**src/gpo_pkg.sv**
```systemverilog
// ============================================================================
// gpo_pkg
// Types and constants shared by the planar odometry filter and its CORDIC.
// ============================================================================
package gpo_pkg;

	// CORDIC angle table: atan(2^-i) on a 32-bit binary angle.
	localparam int AtanLen = 24;
	localparam logic [31:0] ATAN_TAB [AtanLen] = '{
		32'd536870912, 32'd316933406, 32'd167458907, 32'd85004756,
		32'd42667331,  32'd21354465,  32'd10679838,  32'd5340245,
		32'd2670163,   32'd1335087,   32'd667544,    32'd333772,
		32'd166886,    32'd83443,     32'd41722,     32'd20861,
		32'd10430,     32'd5215,      32'd2608,      32'd1304,
		32'd652,       32'd326,       32'd163,       32'd81
	};

	// Gain-compensated start value for sine and cosine, Q30.
	localparam logic signed [49:0] CORDIC_K = 50'sd652032874;

	// CORDIC operating modes.
	typedef enum logic {
		CM_VECTOR,
		CM_ROTATE
	} cordic_mode_t;

	// Sequencer states of the filter.
	typedef enum logic [3:0] {
		ST_IDLE,
		ST_ATAN,
		ST_ATAN_WAIT,
		ST_SEED,
		ST_SC1,
		ST_SC1_WAIT,
		ST_ROT1,
		ST_SC2,
		ST_SC2_WAIT,
		ST_ROT2,
		ST_SUM,
		ST_DONE
	} state_t;

	// Request from the sequencer to the CORDIC.
	typedef struct packed {
		logic         start;
		cordic_mode_t mode;
		logic [15:0]  angle;
		logic [15:0]  vec_x;
		logic [15:0]  vec_y;
	} cordic_req_t;

	// Reply from the CORDIC.
	typedef struct packed {
		logic        done;
		logic [15:0] yaw;
		logic [15:0] cos_q14;
		logic [15:0] sin_q14;
	} cordic_rsp_t;

endpackage

```
**src/gpo_cordic.sv**
```systemverilog
// ============================================================================
// gpo_cordic
// Iterative CORDIC: atan2 in vectoring mode, sine and cosine in rotation mode,
// one micro-rotation per cycle on a single shift-add datapath.
// ============================================================================
module gpo_cordic #(
	parameter int STEPS = 16
) (
	input  logic                 clk,
	input  logic                 arst_n,
	input  gpo_pkg::cordic_req_t req,
	output gpo_pkg::cordic_rsp_t rsp
);
	import gpo_pkg::*;

	localparam int NS = (STEPS < 1) ? 1 : ((STEPS > AtanLen) ? AtanLen : STEPS);
	localparam int IW = $clog2(NS + 1);
	localparam int DW = 50;

	logic                 busy_q;
	logic [IW-1:0]        idx_q;
	cordic_mode_t         mode_q;
	logic                 flip_q;
	logic signed [DW-1:0] x_q, y_q, z_q;
	logic                 done_q;
	logic signed [DW-1:0] xs, ys, x_n, y_n, z_n;
	logic                 dir_pos;
	logic signed [DW-1:0] at;
	logic signed [DW-1:0] vx, vy;
	logic [31:0]          ang;
	logic                 aflip;
	logic [31:0]          zrnd;
	logic signed [DW-1:0] cr, sr;

	// One micro-rotation step of the shared datapath.
	always_comb begin
		xs = x_q >>> idx_q;
		ys = y_q >>> idx_q;
		at = DW'(ATAN_TAB[5'(idx_q)]);
		dir_pos = (mode_q == CM_VECTOR) ? (y_q > 0) : (z_q >= 0);
		if (mode_q == CM_VECTOR) begin
			if (dir_pos) begin
				x_n = x_q + ys; y_n = y_q - xs; z_n = z_q + at;
			end else begin
				x_n = x_q - ys; y_n = y_q + xs; z_n = z_q - at;
			end
		end else begin
			if (dir_pos) begin
				x_n = x_q - ys; y_n = y_q + xs; z_n = z_q - at;
			end else begin
				x_n = x_q + ys; y_n = y_q - xs; z_n = z_q + at;
			end
		end
	end

	// Start values: vectoring scales by 2^16, rotation folds into +-pi/2.
	always_comb begin
		vx = DW'(signed'(req.vec_x)) <<< 16;
		vy = DW'(signed'(req.vec_y)) <<< 16;
		ang = {req.angle, 16'h0000};
		aflip = (ang >= 32'h4000_0000) && (ang < 32'hC000_0000);
		if (aflip) ang = ang + 32'h8000_0000;
	end

	// Iteration control and datapath registers.
	always_ff @(posedge clk or negedge arst_n) begin
		if (!arst_n) begin
			busy_q <= 1'b0;
			done_q <= 1'b0;
			idx_q  <= '0;
		end else begin
			done_q <= 1'b0;
			if (req.start) begin
				busy_q <= 1'b1;
				idx_q  <= '0;
			end else if (busy_q) begin
				if (idx_q == IW'(NS - 1)) begin
					busy_q <= 1'b0;
					done_q <= 1'b1;
				end
				idx_q <= idx_q + 1'b1;
			end
		end
	end

	always_ff @(posedge clk) begin
		if (req.start) begin
			mode_q <= req.mode;
			if (req.mode == CM_VECTOR) begin
				flip_q <= 1'b0;
				if (vx < 0) begin
					x_q <= -vx; y_q <= -vy; z_q <= DW'(33'sh0_8000_0000);
				end else begin
					x_q <= vx; y_q <= vy; z_q <= '0;
				end
				// A zero vector is marked so the angle comes out as zero.
				if (req.vec_x == '0 && req.vec_y == '0) flip_q <= 1'b1;
			end else begin
				flip_q <= aflip;
				x_q <= CORDIC_K;
				y_q <= '0;
				z_q <= DW'(signed'(ang));
			end
		end else if (busy_q) begin
			x_q <= x_n;
			y_q <= y_n;
			z_q <= z_n;
		end
	end

	// Result rounding.
	always_comb begin
		zrnd = z_q[31:0] + 32'h0000_8000;
		cr = (x_q + DW'(32768)) >>> 16;
		sr = (y_q + DW'(32768)) >>> 16;
		if (flip_q) begin
			cr = -cr; sr = -sr;
		end
		rsp.done    = done_q;
		rsp.yaw     = (mode_q == CM_VECTOR && flip_q) ? 16'h0000 : zrnd[31:16];
		rsp.cos_q14 = cr[15:0];
		rsp.sin_q14 = sr[15:0];
	end

	a_done_after_busy: assert property (@(posedge clk) disable iff (!arst_n)
		done_q |-> $past(busy_q)) else $error("CORDIC done without run");
	a_no_start_busy: assert property (@(posedge clk) disable iff (!arst_n)
		busy_q && !req.start |=> busy_q || done_q) else $error("CORDIC lost run");
	a_idx_range: assert property (@(posedge clk) disable iff (!arst_n)
		busy_q |-> idx_q < IW'(NS)) else $error("CORDIC index out of range");

endmodule

```
**src/gated_planar_odometry.sv**
```systemverilog
// ============================================================================
// gated_planar_odometry
// Command-gated planar odometry: CORDIC yaw, two delta rotations, saturation.
// ============================================================================
// A seed item and a still item take only the atan2 pass of the single shared
// CORDIC; a moving item then also takes both sine/cosine passes, which the
// shared CORDIC runs in turn after the atan2 pass.
// One item at a time; the input is ready again the cycle after the result is taken.
// Reset clears the filtered and last-seen pose and the seeded flag.
module gated_planar_odometry #(
	parameter int CORDIC_STEPS = 16,
	parameter int POS_WIDTH    = 32
) (
	input  logic         clk,
	input  logic         arst_n,
	input  logic         s_tvalid,
	output logic         s_tready,
	input  logic [127:0] s_tdata,  // pos_x, pos_y, pos_z, rot_cos, rot_sin
	input  logic         s_tuser,  // moving
	output logic         m_tvalid,
	input  logic         m_tready,
	output logic [111:0] m_tdata,  // out_x, out_y, out_z, out_yaw
	output logic         m_tuser   // saturated
);
	import gpo_pkg::*;

	localparam int PW = (POS_WIDTH < 16) ? 16 : ((POS_WIDTH > 48) ? 48 : POS_WIDTH);
	localparam int WW = 52;
	localparam logic signed [WW-1:0] PMAX = WW'((64'sd1 <<< (PW - 1)) - 1);
	localparam logic signed [WW-1:0] PMIN = -PMAX - WW'(1);

	state_t state_q, state_d;
	logic   seeded_q;
	logic signed [31:0]   in_x_q, in_y_q, in_z_q;
	logic [15:0]          in_c_q, in_s_q;
	logic                 mov_q;
	logic [15:0]          ryaw_q;
	logic signed [31:0]   last_x_q, last_y_q, last_z_q;
	logic [15:0]          last_yaw_q;
	logic signed [PW-1:0] filt_x_q, filt_y_q, filt_z_q;
	logic [15:0]          filt_yaw_q;
	logic signed [WW-1:0] dx_q, dy_q, nx_q;
	logic signed [15:0]   c_q, s_q;
	logic                 sat_q;
	logic [1:0]           ph_q;
	logic signed [WW-1:0] acc_q, prod;
	logic signed [35:0]   mul_a;
	logic signed [15:0]   mul_b;
	cordic_req_t req;
	cordic_rsp_t rsp;

	gpo_cordic #(.STEPS(CORDIC_STEPS)) u_cordic (
		.clk(clk), .arst_n(arst_n), .req(req), .rsp(rsp));

	function automatic logic signed [WW-1:0] sat_fn(input logic signed [WW-1:0] v);
		if (v > PMAX) return PMAX;
		if (v < PMIN) return PMIN;
		return v;
	endfunction

	// Next-state logic.
	always_comb begin
		state_d = state_q;
		unique case (state_q)
			ST_IDLE:      if (s_tvalid) state_d = ST_ATAN;
			ST_ATAN:      state_d = ST_ATAN_WAIT;
			ST_ATAN_WAIT: if (rsp.done) state_d = !seeded_q ? ST_SEED :
			                             (mov_q ? ST_SC1 : ST_DONE);
			ST_SEED:      state_d = ST_DONE;
			ST_SC1:       state_d = ST_SC1_WAIT;
			ST_SC1_WAIT:  if (rsp.done) state_d = ST_ROT1;
			ST_ROT1:      if (ph_q == 2'd3) state_d = ST_SC2;
			ST_SC2:       state_d = ST_SC2_WAIT;
			ST_SC2_WAIT:  if (rsp.done) state_d = ST_ROT2;
			ST_ROT2:      if (ph_q == 2'd3) state_d = ST_SUM;
			ST_SUM:       state_d = ST_DONE;
			ST_DONE:      if (m_tready) state_d = ST_IDLE;
			default:      state_d = ST_IDLE;
		endcase
	end

	// Output and CORDIC request decode.
	always_comb begin
		s_tready  = (state_q == ST_IDLE);
		m_tvalid  = (state_q == ST_DONE);
		req.start = (state_q == ST_ATAN) || (state_q == ST_SC1) || (state_q == ST_SC2);
		req.mode  = (state_q == ST_ATAN) ? CM_VECTOR : CM_ROTATE;
		req.angle = (state_q == ST_SC1) ? (16'h0000 - last_yaw_q) : filt_yaw_q;
		req.vec_x = in_c_q;
		req.vec_y = in_s_q;
	end

	// Shared multiplier: one product per cycle over four phases.
	// Deltas stay within 35 bits through both rotations, so 36 x 16 is enough.
	always_comb begin
		unique case (ph_q)
			2'd0:    begin mul_a = 36'(dx_q); mul_b = c_q;  end
			2'd1:    begin mul_a = 36'(dy_q); mul_b = -s_q; end
			2'd2:    begin mul_a = 36'(dx_q); mul_b = s_q;  end
			default: begin mul_a = 36'(dy_q); mul_b = c_q;  end
		endcase
		prod = WW'(mul_a) * WW'(mul_b);
	end

	always_ff @(posedge clk or negedge arst_n) begin
		if (!arst_n) begin
			state_q <= ST_IDLE;
			seeded_q <= 1'b0;
			last_x_q <= '0; last_y_q <= '0; last_z_q <= '0; last_yaw_q <= '0;
			filt_x_q <= '0; filt_y_q <= '0; filt_z_q <= '0; filt_yaw_q <= '0;
			ph_q <= '0;
		end else begin
			state_q <= state_d;
			if (state_q == ST_ROT1 || state_q == ST_ROT2) ph_q <= ph_q + 1'b1;
			else ph_q <= '0;
			if (state_q == ST_SEED) begin
				seeded_q <= 1'b1;
				filt_x_q <= PW'(sat_fn(WW'(in_x_q)));
				filt_y_q <= PW'(sat_fn(WW'(in_y_q)));
				filt_z_q <= PW'(sat_fn(WW'(in_z_q)));
				filt_yaw_q <= ryaw_q;
			end
			if (state_q == ST_SUM) begin
				filt_x_q <= PW'(sat_fn(WW'(filt_x_q) + dx_q));
				filt_y_q <= PW'(sat_fn(WW'(filt_y_q) + dy_q));
				filt_z_q <= PW'(sat_fn(WW'(filt_z_q) + WW'(in_z_q) - WW'(last_z_q)));
				filt_yaw_q <= filt_yaw_q + ryaw_q - last_yaw_q;
			end
			// The raw pose is recorded once the result is taken.
			if (state_q == ST_DONE && m_tready) begin
				last_x_q <= in_x_q;
				last_y_q <= in_y_q;
				last_z_q <= in_z_q;
				last_yaw_q <= ryaw_q;
			end
		end
	end

	// Payload registers.
	always_ff @(posedge clk) begin
		if (state_q == ST_IDLE && s_tvalid) begin
			in_x_q <= s_tdata[31:0];
			in_y_q <= s_tdata[63:32];
			in_z_q <= s_tdata[95:64];
			in_c_q <= s_tdata[111:96];
			in_s_q <= s_tdata[127:112];
			mov_q  <= s_tuser;
			sat_q  <= 1'b0;
		end
		if (state_q == ST_ATAN_WAIT && rsp.done) begin
			ryaw_q <= rsp.yaw;
			dx_q <= WW'(in_x_q) - WW'(last_x_q);
			dy_q <= WW'(in_y_q) - WW'(last_y_q);
		end
		if ((state_q == ST_SC1_WAIT || state_q == ST_SC2_WAIT) && rsp.done) begin
			c_q <= rsp.cos_q14;
			s_q <= rsp.sin_q14;
		end
		// The new x is held aside until the new y has used the old x.
		if (state_q == ST_ROT1 || state_q == ST_ROT2) begin
			unique case (ph_q)
				2'd0: acc_q <= prod + WW'(8192);
				2'd1: nx_q <= (acc_q + prod) >>> 14;
				2'd2: acc_q <= prod + WW'(8192);
				default: begin
					dx_q <= nx_q;
					dy_q <= (acc_q + prod) >>> 14;
				end
			endcase
		end
		if (state_q == ST_SEED)
			sat_q <= (sat_fn(WW'(in_x_q)) != WW'(in_x_q)) ||
			         (sat_fn(WW'(in_y_q)) != WW'(in_y_q)) ||
			         (sat_fn(WW'(in_z_q)) != WW'(in_z_q));
		if (state_q == ST_SUM)
			sat_q <= (sat_fn(WW'(filt_x_q) + dx_q) != WW'(filt_x_q) + dx_q) ||
			         (sat_fn(WW'(filt_y_q) + dy_q) != WW'(filt_y_q) + dy_q) ||
			         (sat_fn(WW'(filt_z_q) + WW'(in_z_q) - WW'(last_z_q)) !=
			          WW'(filt_z_q) + WW'(in_z_q) - WW'(last_z_q));
	end

	assign m_tdata = {filt_yaw_q, 32'(filt_z_q), 32'(filt_y_q), 32'(filt_x_q)};
	assign m_tuser = sat_q;

	a_one_side: assert property (@(posedge clk) disable iff (!arst_n)
		!(s_tready && m_tvalid)) else $error("input and output open together");
	a_seed_once: assert property (@(posedge clk) disable iff (!arst_n)
		state_q == ST_SEED |-> !seeded_q) else $error("seed on seeded filter");
	a_done_follows: assert property (@(posedge clk) disable iff (!arst_n)
		$rose(m_tvalid) |-> $past(state_q) == ST_SEED || $past(state_q) == ST_SUM ||
		$past(state_q) == ST_ATAN_WAIT) else $error("result from wrong state");

endmodule
```
**config.mk**
```make
export PLATFORM = sky130hd
export DESIGN_NAME = gated_planar_odometry
export DESIGN_NICKNAME = d
export VERILOG_FILES = /design/src/gpo_pkg.sv /design/src/gpo_cordic.sv /design/src/gated_planar_odometry.sv
export SDC_FILE = /design/constraint.sdc
export NUM_CORES = 2
export LEC_CHECK = 0
export BUFFER_PORTS_ARGS = -buffer_cell sky130_fd_sc_hd__buf_2
export CAP_MARGIN = 15
export CORE_ASPECT_RATIO = 0.9
export CORE_MARGIN = 1
export CORE_UTILIZATION = 35
export DETAILED_ROUTE_END_ITERATION = 7
export PLACE_DENSITY = 0.52
export RECOVER_POWER = 25
export SLEW_MARGIN = 10
export SYNTH_ARGS = -nofsm -noshare
export SYNTH_HDL_FRONTEND = slang
export SYNTH_HIERARCHICAL = 1
export SYNTH_SLANG_ARGS = --single-unit
```
**constraint.sdc**
```tcl
create_clock -name clk -period 10.6 [get_ports clk]
set_input_delay 2.12 -clock clk [delete_from_list [all_inputs] [get_ports clk]]
set_output_delay 2.12 -clock clk [all_outputs]
set_load 0.02 [all_outputs]
```
==> results.ini <==
[outcome]
status = finished with violations
violations = max-capacitance violations, max-slew violations, negative setup slack

[timing]
finalClockSkew_ns = 0.0928
setup-violations-final = 7
drv_slew = 589
post-route-period-util = 1.00
grt_setup_unrepaired = yes
post-route-worst-setup-slack_ns = -0.0290
max_freq_mhz = 94.1
worst_pin_slew_ns = 6.41
whs_ns = 0.450
max_slew_margin = -3.27
finalHoldViolations = 0
min_period_ns = 10.63

[worst_hold_path]
hold_path_class = flop to flop
min_to = dx_q[0]
min_path_cells = 2
min_from = nx_q[0]

[floorplan]
die_area_um2 = 262000
die_h_um = 486
num_rows = 177
die_w_um = 540
ios = 248
start_util = 0.352
core_area_um2 = 259000

[yosys]
synth_edf_count = 420
netlist_instances = 11100
ys_types = 120
ys_ff_latch = 762
synth_top_area_frac = 0.138
yosys.area.top_type = edfxtp_1
yosysMostFrequentCell = nand2_1
ys_warn_count = 6
synth_fp_nets = 12500
ys.flop_type = edfxtp_1
yosys-top-cells-count = nand2_1, inv_1, nor2_1, a21oi_1, ha_1
avgSynthCellArea_um2 = 8.23
yosysSeqAreaShare = 0.227
async_reset_ff_frac = 0.312
synthTopCellsByArea = edfxtp_1, fa_1, ha_1
synth_area_um2 = 91100

[power]
p_sw_uw = 1600
power_frac_clock = 0.526
irDropWorstVdd_mv = 0.134
combPwrFrac = 0.008
total_power_uw = 6660
p_per_area_nw_per_um2 = 64.5
seqPwrFrac = 0.467
swShare = 0.240
power.internal_uw = 5060
p_leak_uw = 0.0457

[clock_tree]
ctsHoldBuffers = 0
cts.sinks = 762
cts.htree.levels = 3
cts.path.max_buffers = 3
cts_root_buf = clkbuf_16
numCtsBuffers = 98
clock_latency_ns = 0.81
cts_tree = done
clk_pin_slew_ns = 0.06

[setup_path]
endpoint_kind = flop
path_max_fanout = 9
critPathArrivalTime_ns = 11.24
cpMaxStageDelayCell = fa_1
max_stage_delay_ns = 0.56
crit_required_ns = 11.21
rr_endpoint = dy_q[39]
crit_path_frequent_cell = fa_1
r2r_cells = 44
rrSetupSlack_ns = -0.03
crit_type = flop to flop
rr_startpoint = s_q[3]
start_kind = flop

[global_routing]
grt_pass1_wl_mm = 525
gr-total-overflow = 0
grt_usage = 0.262
antenna_found_initial = 36
grt_max_degree = 119
grt_pass1_vias = 81900

[cells_and_area]
layout-drive-gt1-share = 0.120
design_area_um2 = 103000
fin_util = 0.399
final_nets = 12800
area_growth_pct = 13.3

[detailed_routing]
vias_per_cell = 5.63
route.detailed.drc = 0
drtIter0Drc = 7619
drtPass1Iterations = 6
wire_per_inst_um = 23.7
drt-total-wl_mm = 353
via_count = 83800
antenna_left = 0

[place]
dp_hpwl_mm = 284
portBuffers = 247
placed_area_um2 = 98400
finalWeightedCongestion = 0.961

[job]
max_cap_viol_count = 10

repair_timing:
item,in CTS,in global routing
cloned,2,1
endpoints found under the setup margin,50,52
endpoints found under the hold margin,0,0
pin swaps,73,117
buffers inserted,13,32
resized for setup,96,181
power by group through the flow:
stage | sequential [µW] | clock [µW] | combinational, µW
final | 3110 | 3500 | 50.5
after CTS | 3110 | 3600 | 55.8
after floorplan | 3170 | 0 | 0.116
after global routing | 3100 | 3700 | 55.8
after detailed placement | 3170 | 0 | 55.6
after global placement | 3170 | 0 | 53.7
logic make-up (layout without fill, tap and decap cells):
group | Yosys count | after routing | synth area share
simple gates | 3582 | 3582 | 0.178
buf+inv | 1798 | 2187 | 0.0757
flops | 762 | 762 | 0.227
compound gates | 2722 | 2722 | 0.190
fa+ha+maj | 1293 | 1293 | 0.227
mux | 373 | 373 | 0.0506
xor+xnor | 542 | 542 | 0.0522
other cells | 0 | 24 | 0
sequential cells by signal, summed over array words and instances (netlist names), 32 cells and up:
signal / flops
acc_q: 52
filt_z_q: 32
in_x_q: 32
filt_x_q: 32
u_cordic/x_q: 50
u_cordic/y_q: 50
u_cordic/z_q: 50
dx_q: 52
last_z_q: 32
last_y_q: 32
dy_q: 52
in_z_q: 32
nx_q: 38
last_x_q: 32
in_y_q: 32
filt_y_q: 32
per-layer routing:
layer	share of wire	GRT usage	vias to the layer above
met2	0.46	0.426	2809
met3	0.057	0.0288	517
met5	0.000074	0	-
li1	-	-	38800
met4	0.045	0.108	4
met1	0.44	0.353	41700
cell usage in the layout, fill, tap and decap left out, types with 88 or more instances in the layout:
master and n:
edfxtp_1 420, mux2i_1 176, a21oi_1 739, buf_4 463, nand4_1 124, o21ai_0 604
clkbuf_16 101, ha_1 669, nand2_1 1423, a21o_1 223, a31oi_1 140, mux2_2 130
buf_2 210, o21bai_1 116, and3_1 88, xor2_1 196, nor2_1 960, nor2b_1 99
o31ai_1 88, a211oi_1 116, xnor2_1 337, nand3_1 176, dfrtp_1 232, dfxtp_1 104
o21a_1 114, nor3_1 179, inv_1 1224, fa_1 588
how the worst max path moves through the flow:
| stage | cells past startpoint | endpoint | from |
|---|---|---|---|
| after floorplan | 42 | dy_q[41] | s_q[3] |
| after global placement | 42 | dy_q[47] | s_q[3] |
| after detailed placement | 42 | dy_q[39] | s_q[3] |
| after CTS | 45 | dy_q[39] | s_q[3] |
| after global routing | 44 | dy_q[37] | s_q[3] |
| final | 44 | dy_q[39] | s_q[3] |
per-stage QoR:
stage,instances,TNS [ns],worst slack [ns]
after floorplan,11100,0,0.0165
after global placement,14600,-21.64,-0.872
after detailed placement,14600,-24.37,-0.899
after CTS,14800,-0.840,-0.0802
after global routing,14900,-6.96,-0.361
final,14900,-0.137,-0.0290
critical path: cells and delay by family (launching register included):
| kind | cells | cell delay, ns |
|---|---|---|
| compound gates | 14 | 2.21 |
| xor+xnor | 2 | 0.31 |
| fa+ha+maj | 8 | 3.67 |
| buf+inv | 9 | 1.08 |
| flops | 1 | 0.38 |
| mux | 1 | 0.31 |
| simple gates | 10 | 2.49 |
cell type report:
type | instances | area (µm²)
fill | 26500 | 155000
multi-input combinational | 8512 | 64900
sequential | 762 | 20700
timing repair buffer | 760 | 5390
inverter | 1243 | 4680
tap | 3401 | 4260
clock buffer | 131 | 2700
clock inverter | 53 | 583
antenna | 24 | 60.1
Power figures use the tool's default switching activity.
